<file path="config.mk">
export PLATFORM = sky130hd
export DESIGN_NAME = power_window_mode_controller
export DESIGN_NICKNAME = d
export VERILOG_FILES = /design/src/rtl/pwmc_pkg.sv /design/src/rtl/power_window_mode_controller.sv
export SDC_FILE = /design/constraint.sdc
export NUM_CORES = 1
export LEC_CHECK = 0
export BUFFER_PORTS_ARGS = -buffer_cell sky130_fd_sc_hd__clkbuf_2
export CAP_MARGIN = 20
export CORE_MARGIN = 1.5
export CORE_UTILIZATION = 50
export CTS_CLUSTER_DIAMETER = 150
export CTS_CLUSTER_SIZE = 24
export DETAILED_ROUTE_END_ITERATION = 8
export PLACE_DENSITY = 0.71
export RECOVER_POWER = 25
export SETUP_SLACK_MARGIN = 0.1
export SLEW_MARGIN = 10
export SYNTH_ARGS = -nofsm -noshare
export SYNTH_HDL_FRONTEND = slang
export SYNTH_SLANG_ARGS = --single-unit
</file>
<file path="constraint.sdc">
create_clock -name clock -period 3.9 [get_ports clock]
set_clock_uncertainty 0.1 [all_clocks]
set_input_delay 1.17 -clock clock [delete_from_list [all_inputs] [get_ports clock]]
set_output_delay 1.17 -clock clock [all_outputs]
set_load 0.01 [all_outputs]
</file>
<file path="src/rtl/pwmc_pkg.sv">
`default_nettype none

package pwmc_pkg;

   localparam int WINDOWS     = 4;
   localparam int WIN_IDX_W   = 2;
   localparam int CNT_W       = 10;
   localparam int HOLD_RESET  = 20;

   typedef enum logic [2:0] {
      MODE_IDLE      = 3'd0,
      MODE_HOLD_UP   = 3'd1,
      MODE_HOLD_DOWN = 3'd2,
      MODE_MAN_UP    = 3'd3,
      MODE_MAN_DOWN  = 3'd4,
      MODE_OT_UP     = 3'd5,
      MODE_OT_DOWN   = 3'd6
   } mode_type;

   typedef enum logic [1:0] {
      MOT_OFF  = 2'd0,
      MOT_UP   = 2'd1,
      MOT_DOWN = 2'd2
   } motor_type;

   localparam logic [CNT_W-1:0] COUNT_MAX = {CNT_W{1'b1}};

endpackage

`default_nettype wire

</file>
<file path="src/rtl/power_window_mode_controller.sv">
// Channel  Direction  Handshake            Payload
// req_     in         req_valid/req_ready  window sample: index, switches, limits, lock toggle
// rsp_     out        rsp_valid/rsp_ready  window_out, motor_cmd, one_touch, locked
// csr_     in         csr_valid/csr_ready  hold_ticks (10 bits)
//
// One request per cycle while the result is not stalled: input register, one pass of
// next-state logic, result register; a request's result is valid once it reaches the result register.
// Per-window state is written when a request moves into the result register,
// so the next request for the same window sees it in the following cycle.
// Reset (synchronous) idles all windows, clears the lock, hold_ticks = 20.
// A stalled result holds the input register only once both stages are full.
`default_nettype none

module power_window_mode_controller
   import pwmc_pkg::*;
(
   input  wire logic                 clock,
   input  wire logic                 reset,

   input  wire logic                 req_valid,
   output logic                      req_ready,
   input  wire logic [WIN_IDX_W-1:0] req_window_index,
   input  wire logic                 req_own_up,
   input  wire logic                 req_own_down,
   input  wire logic                 req_remote_up,
   input  wire logic                 req_remote_down,
   input  wire logic                 req_top_limit,
   input  wire logic                 req_bottom_limit,
   input  wire logic                 req_lock_toggle,

   output logic                      rsp_valid,
   input  wire logic                 rsp_ready,
   output logic [WIN_IDX_W-1:0]      rsp_window_out,
   output logic [1:0]                rsp_motor_cmd,
   output logic                      rsp_one_touch,
   output logic                      rsp_locked,

   input  wire logic                 csr_valid,
   output logic                      csr_ready,
   input  wire logic [CNT_W-1:0]     csr_hold_ticks
);

   // input stage
   logic                 s1_valid_ff, s1_valid_in;
   logic [WIN_IDX_W-1:0] s1_idx_ff;
   logic                 s1_own_up_ff, s1_own_down_ff;
   logic                 s1_rem_up_ff, s1_rem_down_ff;
   logic                 s1_top_ff, s1_bot_ff, s1_toggle_ff;

   // result stage
   logic                 out_valid_ff, out_valid_in;
   logic [WIN_IDX_W-1:0] out_idx_ff;
   motor_type            out_mot_ff, out_mot_in;
   logic                 out_ot_ff, out_ot_in;
   logic                 out_lock_ff;

   // state
   logic [CNT_W-1:0]     hold_ticks_ff;
   logic                 lock_ff, lock_in;
   mode_type             mode_ff [WINDOWS];
   logic [CNT_W-1:0]     cnt_ff  [WINDOWS];
   motor_type            mot_ff  [WINDOWS];

   logic                 accept;
   logic                 advance;
   logic                 win_ok;
   mode_type             mode_in;
   logic [CNT_W-1:0]     cnt_in;
   motor_type            mot_in;

   assign advance   = s1_valid_ff && (!out_valid_ff || rsp_ready);
   assign req_ready = !s1_valid_ff || advance;
   assign accept    = req_valid && req_ready;
   assign csr_ready = 1'b1;

   assign s1_valid_in  = accept || (s1_valid_ff && !advance);
   assign out_valid_in = advance || (out_valid_ff && !rsp_ready);
   assign lock_in      = lock_ff ^ s1_toggle_ff;
   assign win_ok       = (32'(s1_idx_ff) < WINDOWS);

   // per-window update for the request in the input stage
   always_comb begin
      logic     req_up;
      logic     req_down;
      logic     dir_lim;
      logic [CNT_W-1:0] cnt_inc;
      mode_type mode_cur;

      req_up   = (s1_own_up_ff && !lock_in) || (s1_idx_ff != '0 && s1_rem_up_ff);
      req_down = (s1_own_down_ff && !lock_in) || (s1_idx_ff != '0 && s1_rem_down_ff);
      mode_cur = mode_ff[s1_idx_ff];
      mode_in  = mode_cur;
      cnt_in   = cnt_ff[s1_idx_ff];
      mot_in   = mot_ff[s1_idx_ff];
      dir_lim  = (mode_cur == MODE_HOLD_UP) ? s1_top_ff : s1_bot_ff;
      cnt_inc  = (cnt_in < COUNT_MAX) ? cnt_in + 1'b1 : cnt_in;

      // a limit stops only motion toward it
      if ((mot_in == MOT_UP && s1_top_ff) || (mot_in == MOT_DOWN && s1_bot_ff)) begin
         mot_in = MOT_OFF;
      end

      case (mode_cur)
         MODE_HOLD_UP, MODE_HOLD_DOWN: begin
            if (dir_lim) begin
               mode_in = MODE_IDLE;
               mot_in  = MOT_OFF;
            end else begin
               cnt_in = cnt_inc;
               if (cnt_inc >= hold_ticks_ff) begin
                  if (mode_cur == MODE_HOLD_UP) begin
                     mode_in = req_up ? MODE_MAN_UP : MODE_OT_UP;
                     mot_in  = MOT_UP;
                  end else begin
                     mode_in = req_down ? MODE_MAN_DOWN : MODE_OT_DOWN;
                     mot_in  = MOT_DOWN;
                  end
               end
            end
         end
         MODE_MAN_UP: begin
            if (!req_up || s1_top_ff) begin
               mode_in = MODE_IDLE;
               mot_in  = MOT_OFF;
            end else begin
               mot_in = MOT_UP;
            end
         end
         MODE_MAN_DOWN: begin
            if (!req_down || s1_bot_ff) begin
               mode_in = MODE_IDLE;
               mot_in  = MOT_OFF;
            end else begin
               mot_in = MOT_DOWN;
            end
         end
         default: begin
            // idle, one-touch, or an unknown code (treated as idle)
            if (mode_cur != MODE_OT_UP && mode_cur != MODE_OT_DOWN) begin
               mode_in = MODE_IDLE;
               mot_in  = MOT_OFF;
            end else if (mot_in == MOT_OFF) begin
               mode_in = MODE_IDLE;
            end
            if (req_up && !s1_top_ff) begin
               mode_in = MODE_HOLD_UP;
               cnt_in  = '0;
            end else if (req_down && !s1_bot_ff) begin
               mode_in = MODE_HOLD_DOWN;
               cnt_in  = '0;
            end
         end
      endcase

      if (win_ok) begin
         out_mot_in = mot_in;
         out_ot_in  = (mode_in == MODE_OT_UP || mode_in == MODE_OT_DOWN);
      end else begin
         out_mot_in = MOT_OFF;
         out_ot_in  = 1'b0;
      end
   end

   always_ff @(posedge clock) begin
      if (reset) begin
         s1_valid_ff   <= 1'b0;
         out_valid_ff  <= 1'b0;
         lock_ff       <= 1'b0;
         hold_ticks_ff <= CNT_W'(HOLD_RESET);
         for (int k = 0; k < WINDOWS; k++) begin
            mode_ff[k] <= MODE_IDLE;
            cnt_ff[k]  <= '0;
            mot_ff[k]  <= MOT_OFF;
         end
      end else begin
         s1_valid_ff  <= s1_valid_in;
         out_valid_ff <= out_valid_in;
         if (csr_valid && csr_ready) begin
            hold_ticks_ff <= csr_hold_ticks;
         end
         if (advance) begin
            lock_ff <= lock_in;
            if (win_ok) begin
               mode_ff[s1_idx_ff] <= mode_in;
               cnt_ff[s1_idx_ff]  <= cnt_in;
               mot_ff[s1_idx_ff]  <= mot_in;
            end
         end
      end
   end

   // payload registers
   always_ff @(posedge clock) begin
      if (accept) begin
         s1_idx_ff      <= req_window_index;
         s1_own_up_ff   <= req_own_up;
         s1_own_down_ff <= req_own_down;
         s1_rem_up_ff   <= req_remote_up;
         s1_rem_down_ff <= req_remote_down;
         s1_top_ff      <= req_top_limit;
         s1_bot_ff      <= req_bottom_limit;
         s1_toggle_ff   <= req_lock_toggle;
      end
      if (advance) begin
         out_idx_ff  <= s1_idx_ff;
         out_mot_ff  <= out_mot_in;
         out_ot_ff   <= out_ot_in;
         out_lock_ff <= lock_in;
      end
   end

   assign rsp_valid      = out_valid_ff;
   assign rsp_window_out = out_idx_ff;
   assign rsp_motor_cmd  = out_mot_ff;
   assign rsp_one_touch  = out_ot_ff;
   assign rsp_locked     = out_lock_ff;

   // one-touch is only reported while the motor is driving
   a_ot_moving: assert property (@(posedge clock) disable iff (reset)
      rsp_valid && rsp_one_touch |-> rsp_motor_cmd != MOT_OFF)
      else $error("one-touch reported with motor off");

   // a request in the input stage with a free result slot moves on
   a_no_drop: assert property (@(posedge clock) disable iff (reset)
      s1_valid_ff && !out_valid_ff |=> out_valid_ff)
      else $error("request not moved to result stage");

   // the lock only changes when a request carrying a toggle is processed
   a_lock_change: assert property (@(posedge clock) disable iff (reset)
      !(advance && s1_toggle_ff) |=> $stable(lock_ff))
      else $error("lock changed without a toggle");

endmodule

`default_nettype wire

</file>
== After elaboration in Yosys (flattened, before gate mapping) ==
Memories as Yosys holds them, arrays and structs flattened. A register that Yosys moved wholly into a read port is not among the register bits.
Cells that the tools add are included.
Operators by class
  $add $sub $neg: 1
  order comparisons: 2
  equal/unequal tests: 10
  multiplexer cells: 43
  bitwise operators: 1
  reduce and logical (&&, ||, !) cells: 39
Operators by type and width (count)
  $mux 10: 5
  $mux 3: 11
  $mux 2: 14
  $pmux 10 s2: 1
  $logic_and 1x1->1: 13
  $add 10x1->10 const B: 1
  $ge 10x10->1: 1
  $logic_or 1x1->1: 10
  $lt 10x10->1 const B: 1
  $mux 1: 10
  $reduce_or 10->1: 1
  $eq 3x3->1 const B: 3
  $logic_not 1->1: 9
  $pmux 3 s3: 1
  $eq 3x2->1 const B: 2
  $ne 3x3->1 const B: 2
  $pmux 2 s3: 1
  $reduce_or 2->1: 3
  $eq 3x1->1 const B: 1
  $reduce_or 3->1: 1
  $eq 2x1->1 const B: 1
  $eq 2x2->1 const B: 1
  $logic_not 2->1: 1
  $reduce_bool 2->1: 1
  $xor 1x1->1: 1
Word-level totals
  register bits after elaboration: 28
  bits in writable memories: 60
  input port bits: 24
  output and inout bits: 9
  logic and storage cells: 115
  memories: 3
Memory list
  cnt_ff: words 4, width 10, rd ports 1, clocked after Yosys merged registers in 1, wr ports 4, RTL line power_window_mode_controller.sv:61  | logic [CNT_W-1:0] cnt_ff [WINDOWS];
  mode_ff: words 4, width 3, rd ports 1, clocked after Yosys merged registers in 1, wr ports 4, RTL line power_window_mode_controller.sv:60  | mode_type mode_ff [WINDOWS];
  mot_ff: words 4, width 2, rd ports 1, clocked after Yosys merged registers in 1, wr ports 4, RTL line power_window_mode_controller.sv:62  | motor_type mot_ff [WINDOWS];

== Logic depth before layout (Yosys ltp) ==
Gate-level depths: netlist (run 1).
  depth after elaboration: 12
  mapped depth: 18
  depth with buffers taken out: 14

== Least setup slack after synthesis (run 1) ==
OpenSTA, ideal clock, no wires.
  kind: reg-to-reg
  start point: register with a tool-made name
  end point: memory mot_ff[0][0] (netlist bit) (data pin)
  library setup time: 0.276 ns
  arrival time: 3.737 ns
  data required time: 3.524 ns
  slack: -0.213 ns
  cell stages (with the launch flop): 17
  buffers on the path: 4
  period minus slack after synthesis: 4.113 ns
  path through: dfxtp_1 -> buf_6 -> buf_12 -> mux4_2 -> ha_1 -> nand2_2 -> or3_4 -> buf_6 -> mux2_2 -> ha_1 -> a211oi_1 -> nor3_1 -> or3_1 -> buf_1 -> a32o_1 -> a222oi_1 -> nor2_1
RTL lines (RTL line)
  to (decl): power_window_mode_controller.sv:62

==> run summary, run 1 <==
post-synthesis instance total -> 400
setup repair after global routing missed its margin -> yes
startpoint of the most critical hold path -> hold_ticks_ff[2]
pin count of the biggest net entering global routing -> 18
flops & latches, synth -> 90
Worst R2R Path Depth -> 13
Max FO, Critical Path -> 7
number of port buffers -> 31
global-route congestion overflow total -> 0
final estimated routing congestion in global placement -> 0.874
Worst Setup Slack, final -> 0.0540 ns
Routed Wire Length -> 10100 µm
count of vias placed by the detailed router -> 3272
fraction of final layout cells with drive strength greater than 1 -> 29.4%
most common cell after layout, fill and taps aside -> nor2_1
overall routing resource usage -> 21.4%
starting DRC count in detailed routing -> 233
highest-count cells in the layout ignoring fill and taps -> 85 x nor2_1, 75 x edfxtp_1, 31 x buf_4, 30 x nand2_1, 29 x clkbuf_2
fraction of synthesis flops using an asynchronous set or reset pin -> 0%
worst skew pair latency -> 0.36 ns
H-tree level count -> 3
fin crit period -> 3.85 ns
number of global-route vias before repair -> 3121
warning count from the yosys run -> 0
most instantiated flip-flop cell in the synthesis netlist -> edfxtp_1
number of nets in the final layout -> 493
MaxCap Viol Count -> 0
I/O pin cnt -> 33
post-synth net total -> 435
Die Ht -> 99.0 µm
areal power density over the cells -> 413 mW/mm²
area of the core region -> 0.00881 mm²
TritonCTS clock tree -> built
max-slew violation count -> 0
cell count of the worst hold path -> 2
number of buffers on the longest clock path -> 2
post-placement worst setup slack -> -0.0672 ns
worst max-slew margin expressed relative to the limit -> 38.4%
Starting Density -> 52.3%
number of clock sinks -> 90
sequential-to-total area share from yosys stat -> 55.4%
Min-Delay Endpoint -> hold_ticks_ff[2]
Worst-Margin Slew -> 0.922 ns
full die area -> 0.00980 mm²
Filler Cells Inserted -> 676
maximum vdd ir drop -> 0.200 mV
type of origin of the critical path -> flop
endpoint required time on the critical path -> 3.90 ns
leakage power figure -> 2.11 nW
placement row count -> 34
area added between synthesis and finish -> 18.3%
filler-free cell count of the finished design -> 571
wire length of the first global-routing pass -> 15900 µm
run status -> finished, violations left
terminus of the critical flop-to-flop path -> mot_ff[3][0]
number of buffers created by CTS -> 9
router iterations before antenna repair -> 7
failing checks -> design-rule violations
Worst Hold Slack -> 0.405 ns
detailed placer's ending HPWL -> 6790 µm
register-to-register setup slack -> 0.05 ns
residual DRC count -> 5
antenna violations before repair -> 0
summed negative setup slack over all endpoints -> 0 ns
FMAX -> 0.260 GHz
count of flip-flops with a built-in enable after synthesis -> 75
count of unique library cells instantiated by Yosys -> 62
share of the clock period used by the worst path -> 98.6%
die span in x -> 99.0 µm
start-to-end type of the worst setup path -> reg -> reg
post-CTS clock slew at the launch and capture registers of the worst setup and hold paths -> 0.10 ns
number of hold-slack violations in the final timing report -> 0
netlist area before placement -> 0.00461 mm²
overall power -> 0.00225 W
number of vias per cell -> 5.73
Placed Instances -> 540
post-detailed-route wirelength per cell -> 17.6 µm
Critical Path AT -> 3.85 ns
final count of negative-setup-slack endpoints -> 0
Worst Hold Class -> reg -> reg
number of nets still failing antenna checks after routing -> 0
Mean Syn Cell Area -> 11.5 µm²
Diodes inserted -> 0
Worst Setup End Kind -> flop
clock root buffer -> clkbuf_8
through the flow:
| step | instance area [µm²] | util (%) |
|---|---|---|
| after floorplan | 4670 | - |
| after global placement | 5000 | 56.8 |
| after detailed placement | 5000 | 56.8 |
| after CTS | 5320 | 60.4 |
| after global routing | 5450 | 61.9 |
| final | 5450 | 61.9 |
repair_timing:
action                                  in CTS  in global routing
endpoints found under the hold margin        0                  0
endpoints found under the setup margin      19                 19
hold buffers                                 0                  0
gates resized for setup                     11                 16
pin swaps                                    7                 16
buffers inserted                             8                  6
gates cloned                                 1                  0
flip-flops by register name, indices dropped and copies added, names as in the netlist, 2 cells and up, named ones only:
register and cells:
cnt_ff 40, mot_ff 8, mode_ff 12, hold_ticks_ff 10, rsp_motor_cmd 2, rsp_window_out 2
s1_idx_ff 2
area by class of cell:
class	count	area, µm²	share of cell area, %
inverter	21	78.8	1.45
clock inverter	7	76.3	1.40
clock buffer	9	124	2.27
multi-input combinational	271	2050	37.6
tap	108	135	2.48
sequential	90	2560	46.9
timing repair buffer	65	428	7.85
per-layer routing:
metal | global-route usage, % | share of wire, %
met1 | 28.9 | 43
met2 | 35.4 | 50
met3 | 4.47 | 5.5
met4 | 5.71 | 1.6
met5 | 0 | 0
cells by family after synthesis:
kind of cell | share of synthesized area, %
simple gates | 16.0
flops | 55.4
compound gates | 9.42
buf+inv | 4.18
mux | 11.0
fa+ha+maj | 2.99
xor+xnor | 0.951
other cells | 0.0814
power breakdown:
group / switching, W / total [W] / internal (W) / leakage, nW
Sequential: 0.0000217 / 0.00111 / 0.00109 / 0.892
Clock: 0.000353 / 0.000654 / 0.000301 / 0.0979
Combinational: 0.000274 / 0.000484 / 0.000211 / 1.12
Total: 0.000649 / 0.00225 / 0.00160 / 2.11
synthesized netlist by cell type (3+ instances only):
| master | count | area share [%] |
|---|---|---|
| nor2_1 | 86 | 7.0 |
| edfxtp_1 | 75 | 49 |
| nand2_1 | 31 | 2.5 |
| inv_1 | 21 | 1.7 |
| dfxtp_1 | 15 | 6.5 |
| mux4_2 | 15 | 7.3 |
| a21oi_1 | 11 | 1.2 |
| ha_1 | 11 | 3.0 |
| mux2i_1 | 10 | 2.2 |
| clkbuf_1 | 9 | 0.73 |
| nand2b_1 | 9 | 1.2 |
| a31oi_1 | 6 | 0.81 |
| mux2_2 | 6 | 1.5 |
| nand3_1 | 6 | 0.65 |
| nor2b_1 | 5 | 0.68 |
| o211ai_1 | 5 | 0.81 |
| o21ai_0 | 5 | 0.54 |
| and3_1 | 4 | 0.54 |
| a21o_1 | 3 | 0.49 |
| a21oi_2 | 3 | 0.57 |
| nand3b_1 | 3 | 0.49 |
| nor3_1 | 3 | 0.33 |
| o22ai_1 | 3 | 0.41 |
| or3_1 | 3 | 0.41 |
| xnor2_1 | 3 | 0.57 |
worst max path at each step:
stage | startpoint | endpoint | slack [ns] | depth (start not counted)
after floorplan | flop | rsp_motor_cmd[0] | -0.12 | 18
after global placement | flop | mot_ff[3][0] | 0.003 | 14
after detailed placement | flop | mot_ff[3][0] | -0.07 | 15
after CTS | flop | mot_ff[3][0] | 0.10 | 15
after global routing | flop | mot_ff[3][0] | -0.09 | 14
final | flop | mot_ff[3][0] | 0.05 | 13
critical path: stages, from the launching register on:
cell	delay, ns
dfxtp_4	0.39
buf_4	0.16
mux4_2	0.41
nand2_4	0.09
or3_4	0.42
mux2_4	0.34
ha_4	0.22
a211oi_4	0.26
nor3_2	0.08
or3_4	0.40
a32o_1	0.21
a222oi_1	0.26
buf_4	0.20
nor2_1	0.04
(Power assumes the default switching activity.)
==> run 2, diff against run 1 <==
--- a/config.mk
+++ b/config.mk
@@ -13,7 +13,7 @@
 export CTS_CLUSTER_SIZE = 24
 export DETAILED_ROUTE_END_ITERATION = 8
 export PLACE_DENSITY = 0.71
-export RECOVER_POWER = 25
+export RECOVER_POWER = 100
 export SETUP_SLACK_MARGIN = 0.1
 export SLEW_MARGIN = 10
 export SYNTH_ARGS = -nofsm -noshare
==> run 2 against run 1 <==
Net effect:
- the flow still finishes with violations (design-rule violations)
- highest routed layer unchanged
- design area down 0.30%
- core utilization shrank 0.18 points
- setup slack is essentially flat
- register-to-register slack about the same
- combinational power about the same
- global-route usage unchanged
==> run summary, run 2 (synthesized netlist as in run 1, its figures left out) <==
Placed Instances -> 540
worst max-slew margin expressed relative to the limit -> 37.6%
startpoint of the most critical hold path -> hold_ticks_ff[2]
Critical Path Max Stage Delay -> 0.42 ns
most common cell after layout, fill and taps aside -> nor2_1
post-detailed-route wirelength per cell -> 17.6 µm
number of buffers created by CTS -> 9
Max FO, Critical Path -> 7
clock root buffer -> clkbuf_8
maximum vdd ir drop -> 0.198 mV
register-to-register setup slack -> 0.05 ns
starting DRC count in detailed routing -> 235
H-tree level count -> 3
number of clock sinks -> 90
full die area -> 0.00980 mm²
Worst Setup End Kind -> flop
Switching Fraction -> 28.9%
post-placement worst setup slack -> -0.0672 ns
number of hold-slack violations in the final timing report -> 0
run status -> finished, violations left
Critical Path AT -> 3.85 ns
internal power of the cells -> 0.00160 W
wire length of the first global-routing pass -> 15900 µm
Diodes inserted -> 0
Die Ht -> 99.0 µm
global-route congestion overflow total -> 0
Largest register FFs -> 40
fraction of final layout cells with drive strength greater than 1 -> 27.4%
power share of the sequential group -> 49.4%
max-slew violation count -> 0
post-CTS clock slew at the launch and capture registers of the worst setup and hold paths -> 0.10 ns
start-to-end type of the worst setup path -> reg -> reg
Routed Wire Length -> 10100 µm
final count of negative-setup-slack endpoints -> 0
final estimated routing congestion in global placement -> 0.874
cell count of the worst hold path -> 2
placed inst area -> 0.00500 mm²
placement row count -> 34
failing checks -> design-rule violations
Starting Density -> 52.3%
overall routing resource usage -> 21.4%
worst skew pair latency -> 0.37 ns
fin crit period -> 3.85 ns
Worst Hold Class -> reg -> reg
count of vias placed by the detailed router -> 3278
I/O pin cnt -> 33
share of the clock period used by the worst path -> 98.6%
area of the core region -> 0.00881 mm²
number of port buffers -> 31
Reg with most FFs -> cnt_ff
number of nets in the final layout -> 493
largest registers -> cnt_ff x40, mode_ff x12, hold_ticks_ff x10
endpoint required time on the critical path -> 3.90 ns
overall power -> 0.00225 W
highest-count cells in the layout ignoring fill and taps -> 85 x nor2_1, 75 x edfxtp_1, 31 x buf_4, 30 x nand2_1, 22 x clkbuf_2
Combinational Power Share -> 21.3%
master of the slowest instance on the critical path -> mux4_2
pin count of the biggest net entering global routing -> 18
gate family responsible for the most delay along the worst path -> simple AND/OR/NAND/NOR gates
TritonCTS clock tree -> built
areal power density over the cells -> 415 mW/mm²
number of nets still failing antenna checks after routing -> 0
area added between synthesis and finish -> 17.9%
number of vias per cell -> 5.74
antenna violations before repair -> 0
Filler Cells Inserted -> 683
CTS Hold Buffers Added -> 0
router iterations before antenna repair -> 7
type of origin of the critical path -> flop
total net switching power -> 0.000651 W
Worst Hold Slack -> 0.405 ns
Min-Delay Endpoint -> hold_ticks_ff[2]
filler-free cell count of the finished design -> 571
die span in x -> 99.0 µm
Worst R2R Path Depth -> 13
Buf/Inv on CP -> 2
number of global-route vias before repair -> 3121
number of buffers on the longest clock path -> 2
leakage power figure -> 2.09 nW
Clk network pwr share -> 29.2%
detailed placer's ending HPWL -> 6790 µm
terminus of the critical flop-to-flop path -> mot_ff[3][0]
setup repair after global routing missed its margin -> yes
Worst Setup Slack, final -> 0.0544 ns
Worst-Margin Slew -> 0.933 ns
post-route standard cell area excluding fillers -> 0.00543 mm²
worst-path cell chain -> buf_4 > mux4_2 > nand2_4 > or3_4 > mux2_4 > ha_4 > a211oi_4 > nor3_2 > or3_4 > a32o_1 > a222oi_1 > buf_4 > nor2_1
residual DRC count -> 5
FMAX -> 0.260 GHz
MaxCap Viol Count -> 0
-- run 2: cell counts in the layout (fill, tap and decap cells not counted) --
Identical to the previous run, type by type.
-- run 2: power groups by stage --
| stage | Sequential (W) | Clock, W | Combinational, W |
|---|---|---|---|
| 2_1_floorplan | 0.00113 | 0 | 0.000303 |
| 3_3_place_gp | 0.00113 | 0 | 0.000411 |
| 3_5_place_dp | 0.00114 | 0 | 0.000419 |
| 4_1_cts | 0.00111 | 0.000665 | 0.000447 |
| 5_1_grt | 0.00112 | 0.000709 | 0.000522 |
| 6_report | 0.00111 | 0.000658 | 0.000481 |
-- run 2: stage by stage --
step           util (%)  setup TNS, ns
3_3_place_gp       56.8              0
4_1_cts            60.4              0
3_5_place_dp       56.8         -0.253
5_1_grt            61.7         -0.397
6_report           61.7              0
2_1_floorplan         -         -0.577
-- run 2: cell type report --
type / count / area, µm² / share of cell area [%]
Clock buffer: 9 / 124 / 2.28
Clock inverter: 7 / 76.3 / 1.41
Inverter: 21 / 78.8 / 1.45
Multi-Input combinational cell: 271 / 2040 / 37.6
Sequential cell: 90 / 2560 / 47.1
Tap cell: 108 / 135 / 2.49
Timing Repair Buffer: 65 / 419 / 7.72
-- run 2: how the worst max path moves through the flow --
stage	slack, ns	cells after the start	startpoint	end
after CTS	0.10	15	flop	mot_ff[3][0]
after floorplan	-0.12	18	flop	rsp_motor_cmd[0]
final	0.05	13	flop	mot_ff[3][0]
after global placement	0.003	14	flop	mot_ff[3][0]
after global routing	-0.09	14	flop	mot_ff[3][0]
after detailed placement	-0.07	15	flop	mot_ff[3][0]
-- run 2: per-layer routing --
layer  GRT usage, %  up-vias  wire length [µm]
li1               -     1564                 -
met1           28.9     1597              4340
met2           35.4      105              5010
met3           4.47       12               595
met4           5.71        0               128
met5              0        -                 0
-- run 2: timing repair --
action,in CTS,in global routing
cloned,1,0
buffers inserted,8,6
endpoints found under the setup margin,19,19
gates resized for setup,11,16
pin swaps,7,16
-- run 2: worst reg2reg max path, stage by stage (launching register included) --
cell      delay, ns
dfxtp_4        0.39
buf_4          0.16
mux4_2         0.42
nand2_4        0.09
or3_4          0.42
mux2_4         0.34
ha_4           0.22
a211oi_4       0.26
nor3_2         0.08
or3_4          0.40
a32o_1         0.21
a222oi_1       0.26
buf_4          0.20
nor2_1         0.04
